$ cat config.mk
export PLATFORM = sky130hd
export DESIGN_NAME = met_cfg_regs
export DESIGN_NICKNAME = d
export VERILOG_FILES = /design/src/hw/rtl/mandelbrot_escape_time_pixel_macros.svh /design/src/hw/rtl/met_pkg.sv /design/src/hw/rtl/met_cfg_regs.sv
export SDC_FILE = /design/constraint.sdc
export NUM_CORES = 1
export LEC_CHECK = 0
export BUFFER_PORTS_ARGS = -buffer_cell sky130_fd_sc_hd__buf_4
export CAP_MARGIN = 15
export CORE_ASPECT_RATIO = 1.1
export CORE_MARGIN = 3
export CORE_UTILIZATION = 40
export DETAILED_ROUTE_END_ITERATION = 16
export HOLD_SLACK_MARGIN = 0.03
export PLACE_DENSITY = 0.71
export SYNTH_ARGS = -nofsm -noshare
export SYNTH_HDL_FRONTEND = slang
export SYNTH_SLANG_ARGS = --single-unit
$ cat constraint.sdc
create_clock -name i_clk -period 1.2 [get_ports i_clk]
set_input_delay 0.06 -clock i_clk [delete_from_list [all_inputs] [get_ports i_clk]]
set_output_delay 0.06 -clock i_clk [all_outputs]
set_load 0.03 [all_outputs]
$ cat src/hw/rtl/mandelbrot_escape_time_pixel_macros.svh
// Assertion helpers shared by the escape-time pixel block.
// All checks sample on the rising clock edge and are off while reset is held.
`ifndef MANDELBROT_ESCAPE_TIME_PIXEL_MACROS_SVH
`define MANDELBROT_ESCAPE_TIME_PIXEL_MACROS_SVH

// Same-cycle implication.
`define MET_ASSERT_IMPL(label, ante, cons, msg) \
    label: assert property (@(posedge i_clk) disable iff (!i_rst_n) (ante) |-> (cons)) \
        else $error(msg);

// Next-cycle implication.
`define MET_ASSERT_NEXT(label, ante, cons, msg) \
    label: assert property (@(posedge i_clk) disable iff (!i_rst_n) (ante) |=> (cons)) \
        else $error(msg);

`endif

$ cat src/hw/rtl/met_pkg.sv
`default_nettype none

package met_pkg;

    localparam int COORD_WIDTH     = 32;
    localparam int FRAC_BITS       = 28;
    localparam int COUNT_WIDTH     = 10;
    localparam int DIM_WIDTH       = 12;
    localparam int RW_WIDTH        = DIM_WIDTH + 1;
    localparam int GLYPH_WIDTH     = 7;
    localparam int CFG_INDEX_WIDTH = 3;
    localparam int CFG_DATA_WIDTH  = (COORD_WIDTH > RW_WIDTH) ? COORD_WIDTH : RW_WIDTH;
    localparam int PROD_WIDTH      = 2 * COORD_WIDTH;
    // truncated square or cross term after the range check: at most 4.0
    localparam int SQ_WIDTH        = FRAC_BITS + 3;
    localparam int SUM_WIDTH       = SQ_WIDTH + 1;
    // exact sums before saturation
    localparam int WIDE_WIDTH      = COORD_WIDTH + DIM_WIDTH + 2;
    localparam int IN_TDATA_WIDTH  = ((2 * DIM_WIDTH + 7) / 8) * 8;
    localparam int OUT_TDATA_WIDTH = ((COUNT_WIDTH + GLYPH_WIDTH + 7) / 8) * 8;

    localparam logic [COORD_WIDTH-1:0] MAG_TWO  = COORD_WIDTH'(64'd1 << (FRAC_BITS + 1));
    localparam logic [SUM_WIDTH-1:0]   SUM_FOUR = SUM_WIDTH'(64'd1 << (FRAC_BITS + 2));

    localparam logic signed [COORD_WIDTH-1:0] COORD_MAX = {1'b0, {(COORD_WIDTH-1){1'b1}}};
    localparam logic signed [COORD_WIDTH-1:0] COORD_MIN = {1'b1, {(COORD_WIDTH-1){1'b0}}};

    localparam logic signed [COORD_WIDTH-1:0] RST_ORIGIN_REAL = COORD_WIDTH'(-64'sd536870912);
    localparam logic signed [COORD_WIDTH-1:0] RST_ORIGIN_IMAG = COORD_WIDTH'(64'sd268435456);
    localparam logic signed [COORD_WIDTH-1:0] RST_STEP_REAL   = COORD_WIDTH'(64'sd8217412);
    localparam logic signed [COORD_WIDTH-1:0] RST_STEP_IMAG   = COORD_WIDTH'(-64'sd16777216);
    localparam logic [COUNT_WIDTH-1:0]        RST_MAX_ITER    = COUNT_WIDTH'(100);
    localparam logic [RW_WIDTH-1:0]           RST_ROW_WIDTH   = RW_WIDTH'(99);

    localparam logic [GLYPH_WIDTH-1:0] GLYPH_SPACE = 7'h20;
    localparam logic [GLYPH_WIDTH-1:0] GLYPH_HASH  = 7'h23;
    localparam int                     SHADE_COUNT = 10;

    typedef enum logic [CFG_INDEX_WIDTH-1:0] {
        REG_ORIGIN_REAL = 3'd0,
        REG_ORIGIN_IMAG = 3'd1,
        REG_STEP_REAL   = 3'd2,
        REG_STEP_IMAG   = 3'd3,
        REG_MAX_ITER    = 3'd4,
        REG_ROW_WIDTH   = 3'd5
    } t_cfg_index;

    typedef enum logic [2:0] {
        ST_IDLE,
        ST_CMUL,
        ST_CADD,
        ST_MUL,
        ST_ADD,
        ST_DONE
    } t_state;

    typedef struct packed {
        logic signed [COORD_WIDTH-1:0] origin_real;
        logic signed [COORD_WIDTH-1:0] origin_imag;
        logic signed [COORD_WIDTH-1:0] step_real;
        logic signed [COORD_WIDTH-1:0] step_imag;
        logic [COUNT_WIDTH-1:0]        max_iter;
        logic [RW_WIDTH-1:0]           row_width;
    } t_cfg;

    // operand pairs for the three multipliers
    typedef struct packed {
        logic [COORD_WIDTH-1:0] a0;
        logic [COORD_WIDTH-1:0] b0;
        logic [COORD_WIDTH-1:0] a1;
        logic [COORD_WIDTH-1:0] b1;
        logic [COORD_WIDTH-1:0] a2;
        logic [COORD_WIDTH-1:0] b2;
    } t_mul_ops;

    function automatic logic [GLYPH_WIDTH-1:0] shade_glyph(input logic [3:0] idx);
        logic [GLYPH_WIDTH-1:0] g;
        case (idx)
            4'd0:    g = 7'h2e; // .
            4'd1:    g = 7'h27; // '
            4'd2:    g = 7'h2c; // ,
            4'd3:    g = 7'h3b; // ;
            4'd4:    g = 7'h22; // "
            4'd5:    g = 7'h6f; // o
            4'd6:    g = 7'h4f; // O
            4'd7:    g = 7'h25; // %
            4'd8:    g = 7'h38; // 8
            4'd9:    g = 7'h40; // @
            default: g = GLYPH_SPACE;
        endcase
        return g;
    endfunction

    function automatic logic signed [WIDE_WIDTH-1:0] sext_coord(
        input logic signed [COORD_WIDTH-1:0] v
    );
        return {{(WIDE_WIDTH-COORD_WIDTH){v[COORD_WIDTH-1]}}, v};
    endfunction

    // clamp an exact sum into the coordinate range
    function automatic logic signed [COORD_WIDTH-1:0] sat_coord(
        input logic signed [WIDE_WIDTH-1:0] v
    );
        logic signed [COORD_WIDTH-1:0] r;
        if ((v[WIDE_WIDTH-1:COORD_WIDTH-1] == '0) || (v[WIDE_WIDTH-1:COORD_WIDTH-1] == '1)) begin
            r = v[COORD_WIDTH-1:0];
        end else if (v[WIDE_WIDTH-1]) begin
            r = COORD_MIN;
        end else begin
            r = COORD_MAX;
        end
        return r;
    endfunction

endpackage

`default_nettype wire

$ cat src/hw/rtl/met_cfg_regs.sv
`default_nettype none

module met_cfg_regs
    import met_pkg::*;
(
    input  wire logic                       i_clk,
    input  wire logic                       i_rst_n,
    input  wire logic                       i_cfg_valid,
    output logic                            o_cfg_ready,
    input  wire logic [CFG_INDEX_WIDTH-1:0] i_cfg_index,
    input  wire logic [CFG_DATA_WIDTH-1:0]  i_cfg_data,
    output t_cfg                            o_cfg
);

    t_cfg r_cfg;

    assign o_cfg_ready = 1'b1;
    assign o_cfg       = r_cfg;

    always_ff @(posedge i_clk) begin
        if (!i_rst_n) begin
            r_cfg.origin_real <= RST_ORIGIN_REAL;
            r_cfg.origin_imag <= RST_ORIGIN_IMAG;
            r_cfg.step_real   <= RST_STEP_REAL;
            r_cfg.step_imag   <= RST_STEP_IMAG;
            r_cfg.max_iter    <= RST_MAX_ITER;
            r_cfg.row_width   <= RST_ROW_WIDTH;
        end else if (i_cfg_valid) begin
            unique case (t_cfg_index'(i_cfg_index))
                REG_ORIGIN_REAL: r_cfg.origin_real <= i_cfg_data[COORD_WIDTH-1:0];
                REG_ORIGIN_IMAG: r_cfg.origin_imag <= i_cfg_data[COORD_WIDTH-1:0];
                REG_STEP_REAL:   r_cfg.step_real   <= i_cfg_data[COORD_WIDTH-1:0];
                REG_STEP_IMAG:   r_cfg.step_imag   <= i_cfg_data[COORD_WIDTH-1:0];
                REG_MAX_ITER:    r_cfg.max_iter    <= i_cfg_data[COUNT_WIDTH-1:0];
                REG_ROW_WIDTH:   r_cfg.row_width   <= i_cfg_data[RW_WIDTH-1:0];
                default: ; // unmapped index: dropped
            endcase
        end
    end

endmodule

`default_nettype wire

# Word level (Yosys, flattened, before mapping)
# Cells that the tools add are included.
# W data, S select, Z words.
dict set report word_totals {
  ff_bits 151
  word_cells 18
}
dict set report classes {
  eq_ne 5
  n_reduce_logical 7
}
# operator n
set ops {}
lappend ops {{$reduce_and A2 Y1} 6}
lappend ops {{$eq A3 B2 Y1 const B} 2}
lappend ops {{$eq A3 B3 Y1 const B} 2}
lappend ops {{$eq A3 B1 Y1 const B} 1}
lappend ops {{$logic_not A3 Y1} 1}

# Depth between registers and ports, before layout
# Gate-level depths: netlist of the first run.
dict set report depth {
  word_depth 2
  ltp_mapped 5
  depth_no_buf 2
}

# Worst setup path after synthesis of the first run
# Ideal clock, no wire load.
dict set report synth_path {
  path_kind {input -> register}
  startpoint {input i_cfg_index[1]}
  endpoint {register r_cfg (netlist bit o_cfg[148])}
  setup_ns 0.121
  arrival_time_ns 0.974
  path_slack_ns 0.104
  path_stages 4
  path_buffers 2
  cell_sequence {or4b_1 clkbuf_1 buf_6 mux2i_1}
}
dict set report synth_between {
  elab_chain_cells 2
}
# item line_no
set synth_lines {}
lappend synth_lines {{start, declared} met_cfg_regs.sv:10} ;# input wire logic [CFG_INDEX_WIDTH-1:0] i_cfg_index,
lappend synth_lines {{$logic_not A3 Y1} met_cfg_regs.sv:29} ;# unique case (t_cfg_index'(i_cfg_index))
lappend synth_lines {{$reduce_and A2 Y1 (no source line)} --}
lappend synth_lines {{end, declared} met_cfg_regs.sv:15} ;# t_cfg r_cfg;
# No other way between the ends.
# A chain may end at the register's enable or synchronous reset.

# Final worst setup path of the first run
dict set report layout_path {
  startpoint {register r_cfg (netlist bit o_cfg[144])}
  endpoint {output o_cfg[144] (netlist name)}
}
# item line_no
set layout_lines {}
lappend layout_lines {{end, declared} met_cfg_regs.sv:12} ;# output t_cfg o_cfg
# No word-level cell between the ends.

==> summary.txt, run 1 <==
Cells and area
  – # diodes: 0
  – Share of layout cells above drive strength 1: 0.309
  – Design Area, Final: about 0.0084 sq mm
  – Area grow syn2layout: 45.6%
  – Max FFs per register: roughly 150
  – Nets: ~820

Synth
  – #FFs+latches synth: about 150
  – Synth area leaders: dfxtp_1 (53%), mux2i_1 (26%), nand2_1 (9.9%)
  – Syn_nets: between 500 and 600
  – Synth top area share: 0.527
  – Cells after Synth: 560
  – Synth area leader: dfxtp_1
  – Syn avg cell area: 10.2 sq um
  – Mapped cell area: 0.00574 sq mm
  – Post-synth cell types: 16
  – Synth Warn #: 0
  – Seq/Total Area, Yosys: 0.527

Pwr
  – Share of total power in combinational logic: 0.097
  – VDD IR-drop max: 0.740 mV
  – Sequential power share: 0.450
  – Leakage Power: 3.79 nW
  – Switching Share: 0.230
  – Clock group share of total power: 0.453
  – Power consumption: roughly 12 mW
  – Power per Cell Area: 1380 mW/mm^2
  – Internal Power: 8.89 mW
  – Switching Power: 2.66 mW

Clocking
  – Clk buf depth: 2
  – Num CTS Buffers: 17
  – Post-CTS Setup Bufs: 0
  – # resized after CTS: 0
  – Cts hold-fix bufs: 29
  – Clk slew on worst S/H paths: 60 ps
  – H-tree depth: 4
  – Worst skew pair latency: 400 ps
  – CTS tree: built
  – Clock Tree Root: clkbuf_16
  – Clk sinks: ~150

Drt
  – Avg WL per Cell: 15.5 um
  – First-pass iteration count of the detailed router: 4
  – DR vias: 4,596
  – Initial drt markers: ~210
  – Drc violations: 0
  – Post-DRT Antenna Nets: 0
  – Via/cell ratio: 4.69
  – WL final: 15,200 um

Timing
  – RSZ-0062 raised after global routing: false
  – Final min period: 1030 ps
  – Hold Fails Final Rpt: 0
  – Crit share post-route: 0.856
  – Sum Neg Setup Slack: 0 ps
  – Max Slew Vio Count: 0
  – Achievable clock frequency: 973 MHz
  – Final setup vio count: 0
  – Clk_skew: 0 ps

Place
  – DP HPWL: 10,800 um
  – Area post-placement: approximately 0.0075 sq mm
  – GPL Wtd Cong: 0.807
  – Buffers on Ports: 188

Setup path
  – CP Cell Sequence: buf_4
  – WP data arrival: 970 ps
  – Slowest CP cell: dfxtp_1
  – Setup crit end kind: primary output
  – Crit path max-delay family: flip-flops
  – Critical Path RT: 1140 ps
  – WP buf/inv: 1
  – CP max FO: 2
  – Delay of the slowest critical-path stage: 370 ps
  – Crit path launch type: register
  – R2r setup slk: 530 ps
  – CP Class: register to primary output

Floorplan
  – Row cnt: 45
  – Die extent in y: around 130 um
  – Die W: 120 um
  – Area of the die: ~0.016 sq mm
  – Num ports: 190
  – Initial Util: 0.413
  – Core box area: ~0.014 sq mm

GRT
  – Vias in the first global route: just under 5,000
  – First-pass GRT wire length: 24,700 um
  – Initial antenna violation count: 0
  – Total gr overflow: 0
  – Largest net degree at the start of global routing: between 40 and 50
  – All-Layer GR Usage: 0.194

Flow run
  – Max-cap violations: 0

Worst hold path
  – Tightest Hold Check Type: primary input to register

Run status
  – Status: completed
power groups by stage:
stage          clock network [mW]  registers (mW)  logic [mW]
2_1_floorplan                   0            5.51       0.385
3_3_place_gp                    0            5.30        1.03
3_5_place_dp                    0            5.30        1.06
4_1_cts                      5.33            5.19        1.13
5_1_grt                      5.56            5.21        1.20
6_report                     5.23            5.20        1.12
per-stage QoR:
step                hold slack (ps)  worst slack [ps]  std cells   util
floorplan                       222               104        560      -
global placement                327             -3.37        919  0.538
detailed placement              336             -55.5        919  0.538
CTS                            33.2               168        980  0.601
global route                   43.2               135        980  0.601
finish                         48.7               172        980  0.601
layer usage:
metal	track usage	vias up	wire, um
li1	-	2279	-
met1	0.245	2161	6790
met2	0.318	139	7190
met3	0.0581	17	987
met4	0.0617	0	221
met5	0	-	0
cells by family (layout without fill, tap and decap cells):
| kind of cell | count (synthesis) | in the layout | share of synthesized area |
|---|---|---|---|
| buffers and inverters | 42 | 274 | 0.0358 |
| DFF | 151 | 151 | 0.527 |
| muxes | 151 | 151 | 0.263 |
| other | 1 | 1 | 0.000653 |
| and+or+nand+nor | 215 | 215 | 0.174 |
path summary, 6_finish.rpt:
| check | startpoint | to | cells past startpoint |
|---|---|---|---|
| setup / recovery | o_cfg[144]$_SDFFE_PN0P_ | o_cfg[144] | 1 |
| hold reg to reg | o_cfg[56]$_SDFFE_PN0P_ | o_cfg[56]$_SDFFE_PN0P_ | 2 |
| setup reg to reg | o_cfg[49]$_SDFFE_PN1P_ | o_cfg[49]$_SDFFE_PN1P_ | 2 |
| hold / removal | i_rst_n | o_cfg[109]$_SDFFE_PN0P_ | 3 |
cell usage after synthesis:
cell type,number
nand2_1,152
dfxtp_1,151
mux2i_1,151
nor2b_1,54
clkbuf_1,20
buf_2,11
buf_4,7
buf_1,3
and4b_1,2
nand4b_1,2
nor4bb_1,2
buf_6,1
conb_1,1
nand4bb_1,1
nor4b_1,1
or4b_1,1
cells in the final DEF, fill, tap and decap left out:
cell type	n
and4b_1	2
buf_12	6
buf_4	207
bufinv_16	2
clkbuf_1	3
clkbuf_16	17
clkbuf_8	4
clkinv_2	4
clkinvlp_4	2
conb_1	1
dfxtp_1	151
dlygate4sd3_1	29
mux2i_1	151
nand2_1	152
nand4b_1	2
nand4bb_1	1
nor2b_1	54
nor4b_2	1
nor4bb_4	2
or4b_1	1
area by class of cell:
type / instances / area (sq um)
Sequential cell: 151 / 3020
Clock buffer: 24 / 492
Tap cell: 188 / 235
Timing Repair Buffer: 242 / 1960
Fill cell: 1141 / 5550
Clock inverter: 8 / 95.1
Multi-Input combinational cell: 367 / 2550
(Power assumes the default switching activity.)
==> inputs of run 2 (changes only) <==
--- a/config.mk
+++ b/config.mk
@@ -5,6 +5,7 @@
 export SDC_FILE = /design/constraint.sdc
 export NUM_CORES = 1
 export LEC_CHECK = 0
+export ABC_CLOCK_PERIOD_IN_PS = 1200
 export BUFFER_PORTS_ARGS = -buffer_cell sky130_fd_sc_hd__buf_4
 export CAP_MARGIN = 15
 export CORE_ASPECT_RATIO = 1.1
@@ -13,6 +14,7 @@
 export DETAILED_ROUTE_END_ITERATION = 16
 export HOLD_SLACK_MARGIN = 0.03
 export PLACE_DENSITY = 0.71
+export REMOVE_ABC_BUFFERS = 1
 export SYNTH_ARGS = -nofsm -noshare
 export SYNTH_HDL_FRONTEND = slang
 export SYNTH_SLANG_ARGS = --single-unit
==> run 2 against run 1 <==
Net effect:
- flip-flop and latch count is the same
- sequential share of layout area grew 0.20 points
- register-to-register slack lost 70 ps
- largest cell class unchanged
- design area shrank 0.54%
- critical path type unchanged
- largest power group unchanged
- clock skew is the same
- die area is the same
- final cell count shrank 0.71%
==> summary.txt, run 2 (synthesized netlist as in run 1, its figures left out) <==
Run status
  – Status: completed

Timing
  – RSZ-0062 raised after global routing: false
  – Achievable clock frequency: 985 MHz (+1.2%)
  – Clk_skew: 0 ps (unchanged)
  – Crit share post-route: 0.846 (-0.0102)
  – Final setup vio count: 0 (unchanged)
  – Final min period: 1020 ps (-12.2 ps)
  – Max Slew Vio Count: 0 (unchanged)
  – Hold Fails Final Rpt: 0 (unchanged)

Setup path
  – Crit path max-delay family: flip-flops
  – Worst Reg-to-Reg Cells: 2 (unchanged)
  – Setup crit end kind: primary output
  – Crit path launch type: register
  – FF-to-FF Start: o_cfg[49]$_SDFFE_PN1P_
  – WP buf/inv: 1 (unchanged)
  – R2r setup slk: 460 ps (-70 ps)
  – RR Endpoint: o_cfg[49]$_SDFFE_PN1P_
  – WP data arrival: 960 ps (about the same)
  – Delay of the slowest critical-path stage: 360 ps (about the same)
  – CP max FO: 2 (unchanged)
  – CP Cell Sequence: buf_4
  – Slowest CP cell: dfxtp_1
  – Critical Path RT: 1140 ps (about the same)
  – CP Class: register to primary output

Drt
  – WL final: 15,400 um (+1.6%)
  – Via/cell ratio: 4.79 (+2.2%)
  – First-pass iteration count of the detailed router: 4 (unchanged)
  – Post-DRT Antenna Nets: 0 (unchanged)
  – Initial drt markers: 237 (+14%)
  – DR vias: 4,665 (+1.5%)
  – Avg WL per Cell: 15.9 um (+2.3%)
  – Drc violations: 0 (unchanged)

Place
  – Inst Count DP: 912 (-0.76%)
  – Buffers on Ports: 188 (unchanged)
  – GPL Wtd Cong: 0.770 (-4.6%)
  – DP HPWL: 10,700 um (-0.61%)

Cells and area
  – Area grow syn2layout: 44.8%
  – Commonest non-fill, non-tap cell in the layout: buf_4
  – Share of layout cells above drive strength 1: 0.302 (-0.00743)
  – # fillers: 1,190 (+4.3%)
  – Commonest cells after routing, fill and taps aside: buf_4 (201), nand2_1 (152), mux2i_1 (151), dfxtp_1 (151), nor2b_1 (54)
  – # diodes: 0 (unchanged)
  – Register area: 0.00302 sq mm (unchanged)
  – Non-filler cells, final: 973 (-0.71%)
  – Max FFs per register: 151 (unchanged)
  – Multi-input logic area: 0.00255 sq mm (unchanged)
  – Nets: 812 (-0.61%)

Clocking
  – Worst skew pair latency: 410 ps (about the same)
  – Num CTS Buffers: 17 (unchanged)
  – Clk buf depth: 2 (unchanged)
  – Clk sinks: 151 (unchanged)
  – Clk slew on worst S/H paths: 60 ps (about the same)
  – CTS tree: built
  – Clock Tree Root: clkbuf_16
  – H-tree depth: 4 (unchanged)

Pwr
  – Power consumption: 11.6 mW (+0.85%)
  – Internal Power: 8.95 mW (+0.68%)
  – VDD IR-drop max: 0.919 mV (+24%)
  – Clock group share of total power: 0.459 (+0.006)
  – Switching Power: 2.70 mW (+1.4%)
  – Leakage Power: 3.77 nW (-0.72%)
  – Switching Share: 0.232 (+0.00133)
  – Sequential power share: 0.446 (-0.004)
  – Power per Cell Area: 1400 mW/mm^2 (+1.4%)
  – Share of total power in combinational logic: 0.095 (-0.002)

Floorplan
  – Row cnt: 45 (unchanged)
  – Num ports: 190 (unchanged)
  – Die W: 120 um (unchanged)
  – Core box area: 0.0139 sq mm (unchanged)
  – Initial Util: 0.413 (unchanged)
  – Area of the die: 0.0158 sq mm (unchanged)
  – Die extent in y: 132 um (unchanged)

Flow run
  – Max-cap violations: 0 (unchanged)

GRT
  – All-Layer GR Usage: 0.193 (-0.00133)
  – Initial antenna violation count: 0 (unchanged)
  – First-pass GRT wire length: 24,200 um (-1.8%)
  – Largest net degree at the start of global routing: 84 (+87%)
  – Vias in the first global route: 4,766 (-1.8%)
  – Total gr overflow: 0 (unchanged)

Worst hold path
  – Hold endpoint: o_cfg[4]$_SDFFE_PN0P_
  – Tightest Hold Check Type: primary input to register
  – Hold path depth: 3 (unchanged)
  – Hold Startpoint: i_cfg_data[4]
==> run 2: changes by cell type in the layout (fill, tap and decap cells not counted), sizes merged <==
cell and change:
dlygate4sd3 +2, clkinvlp -1, clkinv +1, clkbuf -3, bufinv +1, buf -7
==> run 2: how the worst max path moves through the flow <==
stage / startpoint / slack, ps / endpoint / cells after the start
2_1_floorplan: i_cfg_index[2] / -3860 / o_cfg[100]$_SDFFE_PN0P_ / 2
3_3_place_gp: i_cfg_index[1] / -4 / o_cfg[141]$_SDFFE_PN0P_ / 4
3_5_place_dp: i_cfg_index[1] / -90 / o_cfg[66]$_SDFFE_PN0P_ / 5
4_1_cts: o_cfg[93]$_SDFFE_PN0P_ / 170 / o_cfg[93] / 1
5_1_grt: o_cfg[100]$_SDFFE_PN0P_ / 140 / o_cfg[100] / 1
6_report: o_cfg[11]$_SDFFE_PN0P_ / 180 / o_cfg[11] / 1
==> run 2: metrics by stage <==
stage	setup slack [ps]	cell area (sq um)	hold slack, ps	setup TNS [ps]	util
2_1_floorplan	-3860	5530	208	-307760	-
3_3_place_gp	-4.20	7410	324	-5.75	0.533
3_5_place_dp	-87.8	7410	338	-824	0.533
4_1_cts	166	8310	36.3	0	0.598
5_1_grt	144	8310	85.8	0	0.598
6_report	184	8310	50.8	0	0.598
==> run 2: per-layer routing <==
layer | vias to the layer above | part of all wire | GRT usage
li1 | 2271 | - | -
met1 | 2241 | 0.42 | 0.223
met2 | 138 | 0.50 | 0.331
met3 | 15 | 0.069 | 0.0667
met4 | 0 | 0.012 | 0.0630
met5 | - | 0 | 0
==> run 2: repair_timing <==
item / 4_1_cts / 5_1_grt
hold endpoints to repair: 131 / 0
setup endpoints to repair: 0 / 0
setup buffers: 0 / 0
resized for setup: 0 / 0
hold buffers: 31 / 0
==> run 2: power groups by stage <==
stage / Combinational (mW) / Clock [mW] / Sequential, mW
after global routing: 1.18 / 5.64 / 5.20
final: 1.10 / 5.35 / 5.19
after CTS: 1.11 / 5.43 / 5.19
after floorplan: 0.310 / 0 / 5.51
after global placement: 1.00 / 0 / 5.30
after detailed placement: 1.03 / 0 / 5.30
==> run 2: layout make-up <==
type,count,share of cell area
Multi-Input combinational cell,367,0.306
Clock inverter,9,0.0152
Sequential cell,151,0.364
Clock buffer,21,0.0554
Timing Repair Buffer,237,0.231
Tap cell,188,0.0283
